$ cat src/sv/dts_pkg.sv
`default_nettype none
// ----------------------------------------------------------------------------
// dts_pkg
// Shared constants and codes for the depth-first topological sort unit.
// ----------------------------------------------------------------------------
package dts_pkg;
    localparam int MAX_NODES_DEF = 64;
    localparam int MAX_EDGES_DEF = 256;

    localparam logic [1:0] ACT_ADD_NODE = 2'd0;
    localparam logic [1:0] ACT_ADD_EDGE = 2'd1;
    localparam logic [1:0] ACT_RUN      = 2'd2;
    localparam logic [1:0] ACT_CLEAR    = 2'd3;

    localparam logic [1:0] KIND_NODE  = 2'd0;
    localparam logic [1:0] KIND_CYCLE = 2'd1;
    localparam logic [1:0] KIND_EMPTY = 2'd2;

    localparam logic [1:0] COL_WHITE = 2'd0;
    localparam logic [1:0] COL_GRAY  = 2'd1;
    localparam logic [1:0] COL_BLACK = 2'd2;
endpackage
`default_nettype wire

$ cat src/sv/dts_out_reg.sv
`default_nettype none
// ----------------------------------------------------------------------------
// dts_out_reg
// Two-entry skid buffer for result items.
// ----------------------------------------------------------------------------
module dts_out_reg
    import dts_pkg::*;
#(
    parameter int W = 10
) (
    input  wire logic         i_clk,
    input  wire logic         i_rst_n,
    input  wire logic         i_valid,
    output logic              o_stall,
    input  wire logic [W-1:0] i_data,
    output logic              o_valid,
    input  wire logic         i_stall,
    output logic [W-1:0]      o_data
);
    logic         r_v0, r_v1;
    logic [W-1:0] r_d0, r_d1;

    assign o_valid = r_v0;
    assign o_data  = r_d0;
    assign o_stall = r_v1;

    always_ff @(posedge i_clk) begin
        if (!i_rst_n) begin
            r_v0 <= 1'b0;
            r_v1 <= 1'b0;
        end else begin
            if (!r_v0 || !i_stall) begin
                if (r_v1) begin
                    r_v0 <= 1'b1;
                    r_d0 <= r_d1;
                    r_v1 <= 1'b0;
                end else begin
                    r_v0 <= i_valid;
                    r_d0 <= i_data;
                end
            end else if (i_valid && !r_v1) begin
                r_v1 <= 1'b1;
                r_d1 <= i_data;
            end
        end
    end
endmodule
`default_nettype wire

$ cat config.mk
export PLATFORM = sky130hd
export DESIGN_NAME = dts_out_reg
export DESIGN_NICKNAME = d
export VERILOG_FILES = /design/src/sv/dts_pkg.sv /design/src/sv/dts_out_reg.sv
export SDC_FILE = /design/constraint.sdc
export NUM_CORES = 1
export LEC_CHECK = 0
export ABC_AREA = 0
export BUFFER_PORTS_ARGS = -buffer_cell sky130_fd_sc_hd__buf_2
export CAP_MARGIN = 20
export CORE_ASPECT_RATIO = 1.2
export CORE_MARGIN = 5
export CORE_UTILIZATION = 51
export CTS_BUF_LIST = sky130_fd_sc_hd__clkbuf_8
export CTS_CLUSTER_DIAMETER = 200
export DETAILED_ROUTE_END_ITERATION = 6
export HOLD_SLACK_MARGIN = 0.08
export PLACE_DENSITY = 0.8
export SKIP_CTS_REPAIR_TIMING = 1
export SYNTH_ARGS = -nofsm -noshare
export SYNTH_HDL_FRONTEND = slang
export SYNTH_SLANG_ARGS = --single-unit
$ cat constraint.sdc
create_clock -name i_clk -period 2.3 [get_ports i_clk]
set_input_delay 0.345 -clock i_clk [delete_from_list [all_inputs] [get_ports i_clk]]
set_output_delay 0.345 -clock i_clk [all_outputs]
set_load 0.02 [all_outputs]
After elaboration in Yosys (flattened, before gate mapping)
Index checks and enable logic that the tools add are counted.

Multiplexer cells: 2. Bitwise operators: 2. Reduce and logical (&&, ||, !) cells: 8.

Operator list (count): 2-to-1 mux 10 bit (1); zero test 1 bit (3); AND reduction 3 bit (1); NOT 1 bit (2); AND reduction 2 bit (1); OR reduction 2 bit (1); logical AND 1 bit (1); logical OR 1 bit (1); 2-to-1 mux 1 bit (1).

Word-level logic and storage cells: 16. Register bits: 22. Output and inout bits: 12.

Logic depth before layout (Yosys ltp)
Depth after elaboration: 4. Depth in mapped cells: 3. Gate-level depth less buffers: 2.

Worst setup path before layout
No wires, ideal clock.

Path kind: reg-to-reg. From: reg r_v1, in the netlist o_stall. To: reg r_d1[0], enable pin. Setup slack: 0.547 ns. Arrival time: 1.364 ns. Required time: 1.910 ns. Period minus slack after synthesis: 1.753 ns. Stages on the path, launching flop included: 3. Path through: dfxtp_1 > buf_6 > nor3_1.

Cells in the longest elaborated chain, start to end: 3.

Ends and longest elaborated chain: from (decl) (line dts_out_reg.sv:20) `logic r_v0, r_v1;`; from (signal assigned) (line dts_out_reg.sv:30) `r_v1 <= 1'b0;`; from (signal assigned) (line dts_out_reg.sv:36) `r_v1 <= 1'b0;`; from (signal assigned) (line dts_out_reg.sv:42) `r_v1 <= 1'b1;`; zero test 1 bit (line dts_out_reg.sv:41) `end else if (i_valid && !r_v1) begin`; logical AND 1 bit (line dts_out_reg.sv:41); AND reduction 3 bit (no line); to (signal assigned) (line dts_out_reg.sv:43) `r_d1 <= i_data;`; to (decl) (line dts_out_reg.sv:21) `logic [W-1:0] r_d0, r_d1;`.

No other way between the ends. A chain may end at the register's enable or synchronous reset.

Final worst setup path
From: reg r_v1, in the netlist o_stall. To: out o_stall.

RTL lines: to (decl) (line dts_out_reg.sv:14) `output logic o_stall,`.

No word-level cell between the ends.

==> impl_results.md <==
* Status: completed
* H-Tree Level Count at 1
* Core Area at 1600 sq um
* Pwr Density at 735 nW/um^2
* R2R Path Start: o_stall
* Comb pwr share at 9.1%
* Slew margin rel. at between 50% and 60%
* Hold WS at 0.281 ns
* Crit path capture type: output pin
* Critical Path AT at 1.28 ns
* Flop pwr share at 60.8%
* Synth cell types at 11
* Crit path depth at 1
* Post-Route Utilization at 64.2%
* Tot GR Track Use at between 10% and 20%
* Cell area after layout at between 1000 and 1500 sq um
* Final hold vios at 0
* Final net count at 84
* R2R Setup Slk at around 0.80 ns
* Placed Area at 983 sq um
* Commonest non-fill, non-tap cells in the layout: buf_2, edfxtp_1, mux2_4
* Vias at 418
* Switch share at 20.0%
* CP max FO at 13
* CP endpoint: o_stall
* RSZ-0062 raised after global routing: no
* Worst-Margin Slew at 0.646 ns
* WP buf/inv at 1
* Area Growth Syn to Fin at 22.5%
* Clock Latency Late Sink at 0.25 ns
* P_sw at ~150 uW
* Number of global-route vias before repair at 400
* Syn Nets at 54
* Period utilisation layout at 70.5%
* # diodes at 0
* #FFs+latches synth at 22
* LEAKAGE at 0.000409 uW
* Mapped Avg Cell Area at 21.0 sq um
* Filler Cells Inserted at ~130
* Initial antenna violation count at 0
* Grt ovf at 0
* Worst R2R End: r_d1[9]
* Seq/Total Area, Yosys at 76.3%
* Root buf cell: clkbuf_8
* Num CTS Buffers at 3
* Die H at 54.4 um
* CP cell instances: buf_2
* Drt pass-1 iters at 3
* Max_cap viols at 0
* Worst r2r path cells at 2
* Hold Path Class: in -> reg
* Int Power at 605 uW
* Req. time, crit path at 1.96 ns
* Largest net degree at the start of global routing at 14
* Finished Layout Cells at 87
* First-pass GRT wire length at 1.86 mm
* I/O Pins at 26
* Cells after synthesis at 40
* Critical path origin: o_stall
* Total negative slack at 0 ns
* Routed vias/inst at roughly 4.8
* # setup viols final at 0
* Clock network fraction of design power at between 30% and 40%
* Synthesized area at 840 sq um
* IO buf count at 25
* Antenna Nets Post-Route at 0
* Syn. warnings at 0
* Crit start category: flip-flop
* HPWL Detailed at slightly below 1 mm
* Drt drc at 0
* Kind of critical path: reg -> out
* Max stage delay on crit path at approximately 0.74 ns
* Routed len/inst at 14.0 um
* CTS tree: yes
* Post-Route WL at between 1 and 1.5 mm
* Placer congestion estimate at 0.703
* Clk_skew at 0.00480 ns
* Final Critical Period at between 1.5 and 2 ns
* Slowest stage cell, crit path: dfxtp_1
* Clock Pin Slew Worst Setup and Hold Paths at 0.07 ns
* Hold_sp: i_data[7]
* Clk buf depth at 2
* Max-slew violation count at 0
* Site Rows at 16
* Initial core utilization at 52.4%
* DP Cell Count at 83
* Commonest non-fill, non-tap cell in the layout: buf_2
* Horiz. Die Dim at 47.0 um
* Die Area at 2560 sq um
* Delay-heaviest family, CP: flip-flops
* Initial drt markers at 2
* VDD IR max at 0.544 mV
* Max Freq at between 600 and 700 MHz
* Layout cell share with drive strength beyond 1 at between 50% and 60%
* Clk sink count at 22
synthesized netlist by cell type, drive strengths merged:
cell | count | area share [%]
nor2 | 1 | 0.75
mux2 | 10 | 17
nor3b | 1 | 1.5
dfxtp | 2 | 4.8
a21boi | 1 | 0.89
edfxtp | 20 | 72
nand2 | 2 | 0.89
nor3 | 1 | 0.60
and2 | 1 | 0.75
buf | 1 | 1.3
cell families after synthesis:
family,count (synthesis),synth area share (%)
buffers and inverters,1,1.34
muxes,10,17.0
DFF,22,76.3
AOI/OAI and AO/OA,1,0.895
and+or+nand+nor,6,4.47
worst min-delay path by stage:
stage | to | slack (ns) | cells past startpoint
finish | r_d1[7] | 0.28 | 1
global placement | o_stall | 0.51 | 2
detailed placement | o_stall | 0.52 | 2
CTS | r_d1[7] | 0.28 | 1
floorplan | r_d1[0] | 0.44 | 0
global route | r_d1[7] | 0.28 | 1
metal layers:
metal	track usage (%)	vias up	part of all wire, %
li1	-	211	-
met1	14.9	189	41
met2	15.6	18	49
met3	3.95	0	9.5
met4	4.15	0	0
met5	0	-	0
flip-flops by register name, summed over array words and instances (netlist names):
| register | count |
|---|---|
| o_data | 10 |
| o_valid | 1 |
| r_d1 | 10 |
| o_stall | 1 |
power groups by stage:
stage / sequential (uW) / clock [uW] / combinational (uW)
final: 460 / 228 / 69.0
after global routing: 461 / 250 / 74.5
after CTS: 460 / 232 / 69.9
after detailed placement: 469 / 0 / 69.6
after global placement: 467 / 0 / 68.2
after floorplan: 484 / 0 / 25.4
layout make-up:
cell class	count	area, sq um	area share, %
Clock buffer	3	41.3	4.01
Sequential cell	22	641	62.3
Clock inverter	1	3.75	0.365
Tap cell	18	22.5	2.19
Timing Repair Buffer	26	133	12.9
Multi-Input combinational cell	17	188	18.2
stage by stage:
step / total power [uW] / setup slack (ns)
floorplan: 509 / 0.547
global placement: 536 / 0.869
detailed placement: 538 / 0.828
CTS: 762 / 0.668
global route: 785 / 0.604
finish: 756 / 0.678
Note: power is estimated with default switching activity, not from simulation.
